## src/hdl/pts_pkg.sv

```systemverilog
package pts_pkg;

  // field widths fixed by the item format
  localparam int OP_W    = 2;
  localparam int IDX_W   = 6;
  localparam int FREQ_W  = 16;
  localparam int DUR_W   = 32;
  localparam int COUNT_W = 32;
  localparam int POS_W   = 7;
  localparam int ALU_W   = 32;

  // parameter defaults
  localparam int DEF_TABLE_DEPTH  = 64;
  localparam int DEF_BASE_TICK_HZ = 1000000;

  // shortest tone in whole wave periods
  localparam logic [COUNT_W-1:0] MIN_PERIODS = COUNT_W'(10);
  // position reported once the last tone has ended
  localparam logic [POS_W-1:0] FINISHED_MARK = POS_W'(64);

  // item opcodes
  typedef enum logic [OP_W-1:0] {
    OP_LOAD  = 2'd0,
    OP_START = 2'd1,
    OP_TICK  = 2'd2
  } op_t;

endpackage

```

## src/hdl/pts_alu.sv

```systemverilog
// shared 32-bit adder / subtractor, carry out is the no-borrow flag on subtract
module pts_alu
  import pts_pkg::*;
(
  input  logic [ALU_W-1:0] a,
  input  logic [ALU_W-1:0] b,
  input  logic             sub,
  output logic [ALU_W-1:0] sum,
  output logic             carry
);

  logic [ALU_W-1:0] b_eff;

  assign b_eff = sub ? ~b : b;
  assign {carry, sum} = {1'b0, a} + {1'b0, b_eff} + {{ALU_W{1'b0}}, sub};

endmodule

```

## src/hdl/pts_tables.sv

```systemverilog
// tone table: frequency and period count per entry, one write and one registered read
module pts_tables
  import pts_pkg::*;
#(
  parameter int DEPTH = DEF_TABLE_DEPTH,
  parameter int AW    = $clog2(DEF_TABLE_DEPTH)
) (
  input  logic               clk,
  input  logic               wr_en,
  input  logic [AW-1:0]      wr_addr,
  input  logic [FREQ_W-1:0]  wr_freq,
  input  logic [COUNT_W-1:0] wr_count,
  input  logic [AW-1:0]      rd_addr,
  output logic [FREQ_W-1:0]  rd_freq,
  output logic [COUNT_W-1:0] rd_count
);

  logic [FREQ_W-1:0]  freq_mem  [DEPTH];
  logic [COUNT_W-1:0] count_mem [DEPTH];

  // write port
  always_ff @(posedge clk) begin
    if (wr_en) begin
      freq_mem[wr_addr]  <= wr_freq;
      count_mem[wr_addr] <= wr_count;
    end
  end

  // registered read port
  always_ff @(posedge clk) begin
    rd_freq  <= freq_mem[rd_addr];
    rd_count <= count_mem[rd_addr];
  end

endmodule

```

## src/hdl/pwm_tone_sequencer.sv

```systemverilog
// Square-wave tone sequencer. Each item (load, start, tick) is taken on start while busy
// is low and gives exactly one result, shown for one cycle with valid high; the receiver
// cannot stall it, so it must take every valid cycle. playing and current_entry are valid
// in that cycle. Multiply and divide steps run one per cycle through one 32-bit adder:
// a load runs 16 shift-add multiply steps and a store, a start fetches the entry, loads
// the divider and runs Q restoring divide steps, where Q is the bit width of BASE_TICK_HZ
// (20 at 1 MHz), and a tick ends at once, goes through a count state at the end of a wave
// period, and fetches and divides anew when that period moves playback to the next entry.
module pwm_tone_sequencer
  import pts_pkg::*;
#(
  parameter int TABLE_DEPTH  = DEF_TABLE_DEPTH,
  parameter int BASE_TICK_HZ = DEF_BASE_TICK_HZ
) (
  input  logic               clk,
  input  logic               rst,
  input  logic               start,
  output logic               busy,
  input  logic [OP_W-1:0]    opcode,
  input  logic [IDX_W-1:0]   entry_index,
  input  logic [FREQ_W-1:0]  tone_freq_hz,
  input  logic [DUR_W-1:0]   duration_ms,
  input  logic               config_write,
  input  logic [IDX_W-1:0]   config_data,
  output logic               valid,
  output logic               pin_level,
  output logic               playing,
  output logic [POS_W-1:0]   current_entry,
  output logic               sequence_done
);

  localparam int AW = $clog2(TABLE_DEPTH);
  localparam int QW = $clog2(BASE_TICK_HZ + 1);
  localparam int IW = $clog2((QW > FREQ_W) ? QW : FREQ_W);
  localparam logic [QW-1:0] BASE_BITS = QW'(BASE_TICK_HZ);

  typedef enum logic [6:0] {
    S_IDLE     = 7'b0000001,
    S_MUL      = 7'b0000010,
    S_STORE    = 7'b0000100,
    S_FETCH    = 7'b0001000,
    S_DIVLOAD  = 7'b0010000,
    S_DIV      = 7'b0100000,
    S_TICK_CNT = 7'b1000000
  } state_t;

  state_t state;

  // playback state
  logic [POS_W-1:0]   tone_position;
  logic [COUNT_W-1:0] periods_elapsed;
  logic [FREQ_W-1:0]  wave_counter;
  logic [FREQ_W-1:0]  wrap_value;
  logic [FREQ_W-1:0]  high_level;
  logic               running;
  logic [IDX_W-1:0]   last_entry_index;

  // latched item and working registers
  op_t                ld_op;
  logic [IDX_W-1:0]   ld_idx;
  logic [FREQ_W-1:0]  ld_freq;
  logic [DUR_W-1:0]   ld_dur;
  logic [FREQ_W-1:0]  mul_f;
  logic [ALU_W-1:0]   acc;
  logic [IW-1:0]      iter;
  logic [QW-1:0]      dvd;
  logic [FREQ_W-1:0]  divisor;
  logic [FREQ_W-1:0]  rem;
  logic [FREQ_W-2:0]  quot;

  logic [ALU_W-1:0]   alu_a;
  logic [ALU_W-1:0]   alu_b;
  logic               alu_sub;
  logic [ALU_W-1:0]   alu_sum;
  logic               alu_carry;

  logic [FREQ_W-1:0]  rd_freq;
  logic [COUNT_W-1:0] rd_count;
  logic               wr_en;
  logic [COUNT_W-1:0] store_count;

  logic [FREQ_W:0]    rem_sh;
  logic [FREQ_W-1:0]  quot_next;
  logic [FREQ_W-1:0]  in_freq;
  logic               level_now;
  logic [POS_W-1:0]   final_pos;
  logic [POS_W-1:0]   pos_next;
  logic               tone_over;
  logic               seq_over;

  assign busy          = (state != S_IDLE);
  assign playing       = running;
  assign current_entry = tone_position;

  // level at the present counter
  assign level_now = running && (wave_counter < high_level);
  assign in_freq   = (tone_freq_hz == '0) ? FREQ_W'(1) : tone_freq_hz;

  // last entry played, limited to the table
  always_comb begin
    if (32'(last_entry_index) > 32'(TABLE_DEPTH - 1)) begin
      final_pos = POS_W'(TABLE_DEPTH - 1);
    end else begin
      final_pos = POS_W'(last_entry_index);
    end
  end

  assign pos_next  = tone_position + POS_W'(1);
  assign tone_over = (periods_elapsed > rd_count);
  assign seq_over  = tone_over && (pos_next > final_pos);

  // divide step operands
  assign rem_sh    = {rem, dvd[QW-1]};
  assign quot_next = {quot, alu_carry};

  // shared unit operand select: divide step or multiply step
  always_comb begin
    if (state == S_DIV) begin
      alu_a   = ALU_W'(rem_sh);
      alu_b   = ALU_W'(divisor);
      alu_sub = 1'b1;
    end else begin
      alu_a   = {acc[ALU_W-2:0], 1'b0};
      alu_b   = mul_f[FREQ_W-1] ? ld_dur : '0;
      alu_sub = 1'b0;
    end
  end

  pts_alu u_alu (
    .a     (alu_a),
    .b     (alu_b),
    .sub   (alu_sub),
    .sum   (alu_sum),
    .carry (alu_carry)
  );

  // period count of a loaded entry, with the minimum applied
  always_comb begin
    store_count = COUNT_W'(acc[ALU_W-1:10]);
    if (store_count < MIN_PERIODS) begin
      store_count = MIN_PERIODS;
    end
  end

  assign wr_en = (state == S_STORE) && (32'(ld_idx) < 32'(TABLE_DEPTH));

  pts_tables #(
    .DEPTH (TABLE_DEPTH),
    .AW    (AW)
  ) u_tables (
    .clk      (clk),
    .wr_en    (wr_en),
    .wr_addr  (AW'(ld_idx)),
    .wr_freq  (ld_freq),
    .wr_count (store_count),
    .rd_addr  (AW'(tone_position)),
    .rd_freq  (rd_freq),
    .rd_count (rd_count)
  );

  // configuration register
  always_ff @(posedge clk) begin
    if (rst) begin
      last_entry_index <= '0;
    end else if (config_write) begin
      last_entry_index <= config_data;
    end
  end

  // sequencer and playback state
  always_ff @(posedge clk) begin
    if (rst) begin
      state           <= S_IDLE;
      valid           <= 1'b0;
      tone_position   <= '0;
      periods_elapsed <= '0;
      wave_counter    <= '0;
      wrap_value      <= '0;
      high_level      <= '0;
      running         <= 1'b0;
    end else begin
      valid <= 1'b0;
      case (state)
        S_IDLE: begin
          if (start) begin
            case (op_t'(opcode))
              OP_LOAD: begin
                state <= S_MUL;
              end
              OP_START: begin
                tone_position <= '0;
                wave_counter  <= '0;
                state         <= S_FETCH;
              end
              OP_TICK: begin
                if (!running) begin
                  valid <= 1'b1;
                end else if (wave_counter >= wrap_value) begin
                  wave_counter    <= '0;
                  periods_elapsed <= periods_elapsed + COUNT_W'(1);
                  state           <= S_TICK_CNT;
                end else begin
                  wave_counter <= wave_counter + FREQ_W'(1);
                  valid        <= 1'b1;
                end
              end
              default: begin
                valid <= 1'b1;
              end
            endcase
          end
        end
        S_MUL: begin
          if (iter == '0) begin
            state <= S_STORE;
          end
        end
        S_STORE: begin
          valid <= 1'b1;
          state <= S_IDLE;
        end
        S_FETCH: begin
          state <= S_DIVLOAD;
        end
        S_DIVLOAD: begin
          state <= S_DIV;
        end
        S_DIV: begin
          if (iter == '0) begin
            wrap_value      <= quot_next;
            high_level      <= quot_next >> 1;
            periods_elapsed <= COUNT_W'(1);
            running         <= 1'b1;
            valid           <= 1'b1;
            state           <= S_IDLE;
          end
        end
        S_TICK_CNT: begin
          if (seq_over) begin
            running       <= 1'b0;
            tone_position <= FINISHED_MARK;
            valid         <= 1'b1;
            state         <= S_IDLE;
          end else if (tone_over) begin
            tone_position <= pos_next;
            state         <= S_FETCH;
          end else begin
            valid <= 1'b1;
            state <= S_IDLE;
          end
        end
        default: begin
          state <= S_IDLE;
        end
      endcase
    end
  end

  // datapath registers and result payload
  always_ff @(posedge clk) begin
    case (state)
      S_IDLE: begin
        if (start) begin
          ld_op         <= op_t'(opcode);
          ld_idx        <= entry_index;
          ld_freq       <= in_freq;
          ld_dur        <= duration_ms;
          mul_f         <= in_freq;
          acc           <= '0;
          iter          <= IW'(FREQ_W - 1);
          pin_level     <= level_now;
          sequence_done <= 1'b0;
        end
      end
      S_MUL: begin
        acc   <= alu_sum;
        mul_f <= mul_f << 1;
        iter  <= iter - IW'(1);
      end
      S_DIVLOAD: begin
        divisor <= (rd_freq == '0) ? FREQ_W'(1) : rd_freq;
        rem     <= '0;
        dvd     <= BASE_BITS;
        quot    <= '0;
        iter    <= IW'(QW - 1);
      end
      S_DIV: begin
        rem  <= alu_carry ? alu_sum[FREQ_W-1:0] : rem_sh[FREQ_W-1:0];
        quot <= quot_next[FREQ_W-2:0];
        dvd  <= dvd << 1;
        iter <= iter - IW'(1);
        // a start reports the level at the fresh counter
        if (iter == '0 && ld_op == OP_START) begin
          pin_level <= (quot_next[FREQ_W-1:1] != '0);
        end
      end
      S_TICK_CNT: begin
        sequence_done <= seq_over;
      end
      default: begin
      end
    endcase
  end

endmodule

```

## config.mk

```make
export PLATFORM = sky130hd
export DESIGN_NAME = pwm_tone_sequencer
export DESIGN_NICKNAME = d
export VERILOG_FILES = /design/src/hdl/pts_pkg.sv /design/src/hdl/pts_alu.sv /design/src/hdl/pts_tables.sv /design/src/hdl/pwm_tone_sequencer.sv
export SDC_FILE = /design/constraint.sdc
export NUM_CORES = 2
export LEC_CHECK = 0
export BUFFER_PORTS_ARGS = -buffer_cell sky130_fd_sc_hd__buf_2
export CAP_MARGIN = 20
export CORE_ASPECT_RATIO = 0.6
export CORE_MARGIN = 2
export CORE_UTILIZATION = 30
export CTS_CLUSTER_SIZE = 10
export DETAILED_ROUTE_END_ITERATION = 6
export PLACE_DENSITY = 0.53
export SLEW_MARGIN = 20
export SYNTH_ARGS = -nofsm -noshare
export SYNTH_HDL_FRONTEND = slang
export SYNTH_HIERARCHICAL = 1
export SYNTH_SLANG_ARGS = --single-unit
```

## constraint.sdc

```tcl
create_clock -name clk -period 16 [get_ports clk]
set_input_delay 2.4 -clock clk [delete_from_list [all_inputs] [get_ports clk]]
set_output_delay 2.4 -clock clk [all_outputs]
set_load 0.05 [all_outputs]
```

# --- Word-level counts from Yosys, hierarchy flattened ---
# Memory sizes are Yosys's and may differ from the RTL's. A register that Yosys moved wholly into a read port is not among the register bits.
# Cells that the tools add are included.
totals:
  regBits: 311
  mem_bits_rw: 2432
  out_inout_bits: 12
  wordCells: 148
  memories: 2
mem_list:
  columns: ["name", "depth", "width", "read_ports", "rd_ports_with_merged_regs", "wr", "line_no", "rtl"]
  rows:
  - ["u_tables.count_mem", 64, 22, 1, 1, 1, "pts_tables.sv:19", "logic [COUNT_W-1:0] count_mem [DEPTH];"]
  - ["u_tables.freq_mem", 64, 16, 1, 1, 1, "pts_tables.sv:18", "logic [FREQ_W-1:0] freq_mem [DEPTH];"]
classes:
  n_addsub: 6
  magnitude_cmp: 5
  eq_ne: 25
  n_mux: 58
  bitwise_logic: 1
  reduce_logical: 28
op_table:
  columns: ["cell", "count"]
  rows:
  - ["2-to-1 mux 32 bit", 10]
  - ["one-hot mux 32 bit (2 select lines)", 2]
  - ["one-hot mux 16 bit (2 select lines)", 3]
  - ["2-to-1 mux 16 bit", 5]
  - ["2-to-1 mux 7 bit", 9]
  - ["one-hot mux 7 bit (6 select lines)", 1]
  - ["one-hot mux 20 bit (2 select lines)", 1]
  - ["adder 32 x 32 -> 33 bit", 1]
  - ["adder 33 x 1 -> 33 bit", 1]
  - ["adder 32 x 1 -> 32 bit, second input constant", 1]
  - ["> comparator 32 bit", 1]
  - ["logical NOT 16 bit", 2]
  - ["inverter 32 bit", 1]
  - ["one-hot mux 15 bit (2 select lines)", 1]
  - ["less-than comparator 22 x 4 -> 1 bit, second input constant", 1]
  - ["2-to-1 mux 22 bit", 1]
  - ["one-hot mux 7 bit (3 select lines)", 1]
  - ["adder 16 x 1 -> 16 bit, second input constant", 1]
  - [">= comparator 16 bit", 1]
  - ["less-than comparator 16 x 15 -> 1 bit", 1]
  - ["one-hot mux 5 bit (3 select lines)", 1]
  - ["nonzero test 15 bit", 1]
  - ["2-to-1 mux 1 bit", 14]
  - ["one-hot mux 7 bit (2 select lines)", 1]
  - ["31 further kinds", 61]

# --- Longest topological paths before layout ---
depth:
  depth_word: 8
  mapped_depth: 22

# --- Hierarchy ---
# Netlist, hierarchy kept.
modules_own_cells:
  columns: ["mod", "instances", "cells_per_inst", "area_per_inst_um2", "seq_area_each_um2"]
  rows:
  - ["pts_tables", 1, 5104, 117656.6, 93209.4]
  - ["pwm_tone_sequencer", 1, 1300, 12971.2, 6886.6]
  - ["pts_alu", 1, 300, 2100.8, 0.0]

# --- Least setup slack after synthesis ---
# No wires, ideal clock.
synth_timing:
  kind: "register -> register"
  from: "register state[1]"
  to: "register rem[10] (data pin)"
  setup_time_ns: 0.266
  arrival_ns: 4.931
  required_ns: 15.734
  path_slack_ns: 10.803
  stages_incl_launch_ff: 22
  path_buffers: 6
  synth_period_minus_slack_ns: 5.197
  cell_sequence: "dfxtp_1 > nor4_4 > and2b_1 > nand3b_1 > inv_1 > clkbuf_1 > buf_1 > buf_2 > clkbuf_1 > xor2_1 > ha_1 > nor2b_1 > o2111a_1 > o2111ai_1 > nand2_1 > a21oi_1 > o21a_1 > nor3_1 > clkbuf_1 > clkbuf_1 > mux2i_1 > nor2_1"
synth_rtl:
  columns: ["element", "line_no", "rtl"]
  rows:
  - ["start: declaration", "pwm_tone_sequencer.sv:47", "state_t state;"]
  - ["start signal: assignment", "pwm_tone_sequencer.sv:173", "state <= S_IDLE;"]
  - ["start signal: assignment", "pwm_tone_sequencer.sv:188", "state <= S_MUL;"]
  - ["start signal: assignment", "pwm_tone_sequencer.sv:193", "state <= S_FETCH;"]
  - ["== test 7 x 6 -> 1 bit *", "pwm_tone_sequencer.sv:118", "if (state == S_DIV) begin"]
  - ["2-to-1 mux 1 bit *", "pwm_tone_sequencer.sv:118", null]
  - ["named net alu_sub", "pwm_tone_sequencer.sv:73", "logic alu_sub;"]
  - ["2-to-1 mux 32 bit", "pts_alu.sv:14", "assign b_eff = sub ? ~b : b;"]
  - ["adder 32 x 32 -> 33 bit", "pts_alu.sv:15", "assign {carry, sum} = {1'b0, a} + {1'b0, b_eff} + {{ALU_W{1'b0}}, sub};"]
  - ["adder 33 x 1 -> 33 bit *", "pts_alu.sv:15", null]
  - ["named net alu_carry", "pwm_tone_sequencer.sv:75", "logic alu_carry;"]
  - ["2-to-1 mux 16 bit *", "pwm_tone_sequencer.sv:288", "rem <= alu_carry ? alu_sum[FREQ_W-1:0] : rem_sh[FREQ_W-1:0];"]
  - ["one-hot mux 16 bit (2 select lines) *", "pwm_tone_sequencer.sv:261", "case (state)"]
  - ["end signal: assignment", "pwm_tone_sequencer.sv:288", null]
  - ["end: declaration", "pwm_tone_sequencer.sv:68", "logic [FREQ_W-1:0] rem;"]
# Mark *: on every way through the listed nets, which the timed path passes. The rest lies on a longest branch.
# A chain may end at the register's enable or synchronous reset.

# --- Worst setup path in the final report ---
layout_timing:
  from: "register state[1]"
  to: "register rem[3] (data pin)"
layout_between:
  elab_chain_len: 8
layout_rtl:
  columns: ["element", "line_no", "rtl"]
  rows:
  - ["== test 7 x 6 -> 1 bit *", "pwm_tone_sequencer.sv:118", null]
  - ["2-to-1 mux 32 bit *", "pwm_tone_sequencer.sv:118", null]
  - ["named net alu_b[1]", "pwm_tone_sequencer.sv:72", "logic [ALU_W-1:0] alu_b;"]
  - ["inverter 32 bit", "pts_alu.sv:14", null]
  - ["2-to-1 mux 32 bit *", "pts_alu.sv:14", null]
  - ["adder 32 x 32 -> 33 bit *", "pts_alu.sv:15", null]
  - ["adder 33 x 1 -> 33 bit *", "pts_alu.sv:15", null]
  - ["named net alu_carry", "pwm_tone_sequencer.sv:75", null]
  - ["2-to-1 mux 16 bit *", "pwm_tone_sequencer.sv:288", null]
  - ["one-hot mux 16 bit (2 select lines) *", "pwm_tone_sequencer.sv:261", null]
# Marked as above.

==> out/qor.txt <==
Fillers -> 41400
core area -> 0.441 mm²
CTS Buffer Depth -> 4
clock root buffer -> clkbuf_16
Power Internal -> 14.3 mW
setup TNS -> 0 ns
gpl congestion -> 0.838
delay of the slowest critical-path stage -> 0.68 ns
Post-Syn Area -> 0.133 mm²
CP endpoint kind -> flip-flop
Slew Viols, Final -> 0
Clock Pin Slew Worst Setup and Hold Paths -> 0.06 ns
Starting Density -> 0.301
Post-synth EDFFs -> 3244
FF-to-FF Start -> state[1]$_SDFFE_PP0P_
CTS tree -> done
CP startpoint -> state[1]$_SDFFE_PP0P_
first-pass iteration count of the detailed router -> 6
DR iter-0 viols -> 9634
vias in the first global route -> 69400
fin crit share -> 0.372
distinct cell type count after synthesis -> 85
Fin. Hold Viols -> 0
DR vias/cell -> 5.10
Net Sw Power -> 3.78 mW
WP data required -> 16.64 ns
worst path cell trace -> nor4_4 > and2b_1 > nand3b_1 > buf_4 > clkinv_2 > buf_4 > nand2_1 > nand2_1 > xor2_1 > inv_1 > fa_1 > nor2b_1 > o2111a_1 > o2111ai_1 > nand2_1 > a21oi_1 > o21a_1 > nor3_2 > buf_4 > mux2i_1 > nor2_1
slew margin rel. -> 0.166
Top Family by Delay on Critical Path -> buffers and inverters
ys async rst share -> 0
Setup CP Type -> reg2reg
I/O Pins -> 78
antenna viol nets, final -> 0
Worst Max-Slew Pin Slew -> 1.24 ns
R2R depth -> 21
WL/cell -> 27.6 µm
die area -> 0.448 mm²
GRT Total Usage -> 0.164
largest net degree at the start of global routing -> 123
I/O Buffers -> 77
DRC viols -> 0
Startpoint Class -> flip-flop
Gate power share -> 0.023
Sw Share -> 0.209
Synth Warn # -> 6
post-synthesis sequential area ratio -> 0.754
layout cell share with drive strength beyond 1 -> 0.205
worst-path maximum fanout -> 68
# hold bufs at CTS -> 0
Final Skew -> 0.0487 ns
Bufs and invs on worst path -> 5
total CTS buffers -> 380
Fin Hold WS -> 0.440 ns
status -> completed
register share of total power -> 0.543
worst-skew pair later-pin latency -> 0.94 ns
DP Wirelength -> 217 mm
slowest CP cell -> buf_4
H-tree Lvls -> 5
Yosys reg bits -> 3378
die outline height -> 519 µm
footprint of the multi-input gates -> 0.0331 mm²
sequential cell area -> 0.100 mm²
RSZ-0062 raised after global routing -> false
PwrDens -> 118 mW/mm²
Critical Path AT -> 6.60 ns
hold path depth -> 0
max cap viols -> 0
Clock Sink Count -> 3378
worst vdd rail ir drop -> 91.7 µV
first-pass GRT wire length -> 532 mm
Clk pwr share -> 0.434
end of the critical path -> rem[3]$_SDFFCE_PN0P_
GRT Residual Overflow -> 0
main flop type after synthesis -> edfxtp_1
Final Setup Violations -> 0
antenna violations before repair -> 20
R2R Setup Slk -> 10.05 ns
Mapped Cells -> 6704
crit path time final -> 5.95 ns
number of setup buffers added after CTS -> 0
total wire length -> 379 mm
Hold WC Path Type -> reg2reg
Syn Area/Cell -> 19.8 µm²
Die X-Extent -> 863 µm
Via Count -> 70200
Layout Nets -> 7781
CTS resizes -> 0
# rows -> 189
RR Endpoint -> rem[3]$_SDFFCE_PN0P_
Max Freq -> 168 MHz
area grow syn2layout -> 15.8%
WP depth -> 21
Leakage -> 48.5 nW
[how the worst min path moves through the flow]
stage	slack, ns	to	startpoint
2_1_floorplan	0.45	periods_elapsed[29]$_SDFFE_PP0P_	periods_elapsed[29]$_SDFFE_PP0P_
3_3_place_gp	0.44	divisor[13]$_SDFFCE_PN0P_	u_tables/rd_freq[13]$_DFF_P_
3_5_place_dp	0.43	divisor[13]$_SDFFCE_PN0P_	u_tables/rd_freq[13]$_DFF_P_
4_1_cts	0.44	divisor[13]$_SDFFCE_PN0P_	u_tables/rd_freq[13]$_DFF_P_
5_1_grt	0.46	divisor[13]$_SDFFCE_PN0P_	u_tables/rd_freq[13]$_DFF_P_
6_report	0.44	divisor[13]$_SDFFCE_PN0P_	u_tables/rd_freq[13]$_DFF_P_
[cells in the mapped netlist, drive strengths merged, types with 20 or more instances]
library cell | n | area, µm²
o211ai | 24 | 180
o22ai | 201 | 1260
buf | 220 | 1470
mux2 | 74 | 833
dfxtp | 134 | 2680
nand4 | 45 | 282
a211oi | 46 | 345
nor2 | 219 | 825
o221ai | 67 | 587
nand3 | 80 | 400
or3 | 31 | 194
o21ai | 103 | 515
o22a | 38 | 333
nand2b | 20 | 125
a22oi | 35 | 268
and3 | 35 | 219
xnor2 | 22 | 193
xor2 | 48 | 420
mux4 | 695 | 15700
a21oi | 92 | 464
nor3 | 45 | 241
and2 | 96 | 601
edfxtp | 3244 | 97400
clkbuf | 189 | 713
ha | 111 | 1390
nand2 | 268 | 1010
mux2i | 180 | 1800
inv | 91 | 342
nor4 | 59 | 384
[kinds of logic after synthesis]
kind of cell	count (synthesis)	synth area share
fa+ha+maj	112	0.0106
simple gates	972	0.0364
buf+inv	500	0.0190
xor+xnor	70	0.00462
other cells	1	0.0000283
compound gates	722	0.0374
flops	3378	0.754
mux	949	0.138
[area by class of cell]
cell class                      count  area share
Inverter                           91     0.00225
Antenna cell                        6   0.0000976
Sequential cell                  3378       0.651
Timing Repair Buffer              287      0.0135
Clock buffer                      588      0.0675
Clock inverter                     18     0.00194
Tap cell                         5921      0.0482
Multi-Input combinational cell   3465       0.216
[layout by cell type (no fill, tap or decap), types with 22 or more instances in the layout]
cell type  instances
o21ai_0          100
a21oi_1           91
edfxtp_1        3244
nor2_4            66
buf_4            202
and2_1            94
conb_1           640
buf_2             77
nor2_1           151
nand4_1           45
clkbuf_1         204
o211ai_1          24
o22a_1            38
nand2_1          263
and3_1            35
clkbuf_16        384
mux2i_1          180
xor2_1            48
mux2_2            74
o221ai_1          67
a211oi_1          45
mux4_2           695
o22ai_1          201
nor3_1            42
or3_1             30
xnor2_1           22
ha_1             111
dfxtp_1          128
inv_1             88
nand3_1           79
nor4_1            56
a22oi_1           34
[state kept, by name, indices dropped and copies added, names as in the netlist, 2 cells and up]
name                cells
acc                    32
current_entry           7
divisor                16
dvd                    14
iter                    5
last_entry_index        6
ld_dur                 32
ld_freq                16
ld_idx                  6
ld_op                   2
mul_f                  16
periods_elapsed        32
quot                   15
rem                    16
state                   7
u_tables/count_mem   2048
u_tables/freq_mem    1024
u_tables/rd_count      32
u_tables/rd_freq       16
wave_counter           16
wrap_value             16
[power groups by stage]
stage	sequential [mW]	clock [mW]	combinational (mW)
global placement	9.99	0	0.390
global route	9.80	8.37	0.462
finish	9.81	7.85	0.419
detailed placement	9.99	0	0.410
CTS	9.81	8.01	0.412
floorplan	10.0	0	0.205
[metal layers]
| layer | vias to the layer above | share of wire | GRT usage |
|---|---|---|---|
| li1 | 28700 | - | - |
| met1 | 37700 | 0.48 | 0.265 |
| met2 | 3242 | 0.41 | 0.226 |
| met3 | 447 | 0.096 | 0.0364 |
| met4 | 2 | 0.015 | 0.0275 |
| met5 | - | 0.000034 | 0 |
[stage by stage]
stage	power [mW]	utilization	setup WS (ns)	std cells	instance area, µm²
3_3_place_gp	10.4	0.324	10.09	13100	143000
4_1_cts	18.2	0.348	10.09	13700	154000
2_1_floorplan	10.2	-	10.80	7343	135000
6_report	18.1	0.348	10.05	13800	154000
5_1_grt	18.6	0.348	9.63	13700	154000
3_5_place_dp	10.4	0.324	10.14	13100	143000
(Power assumes the default switching activity.)
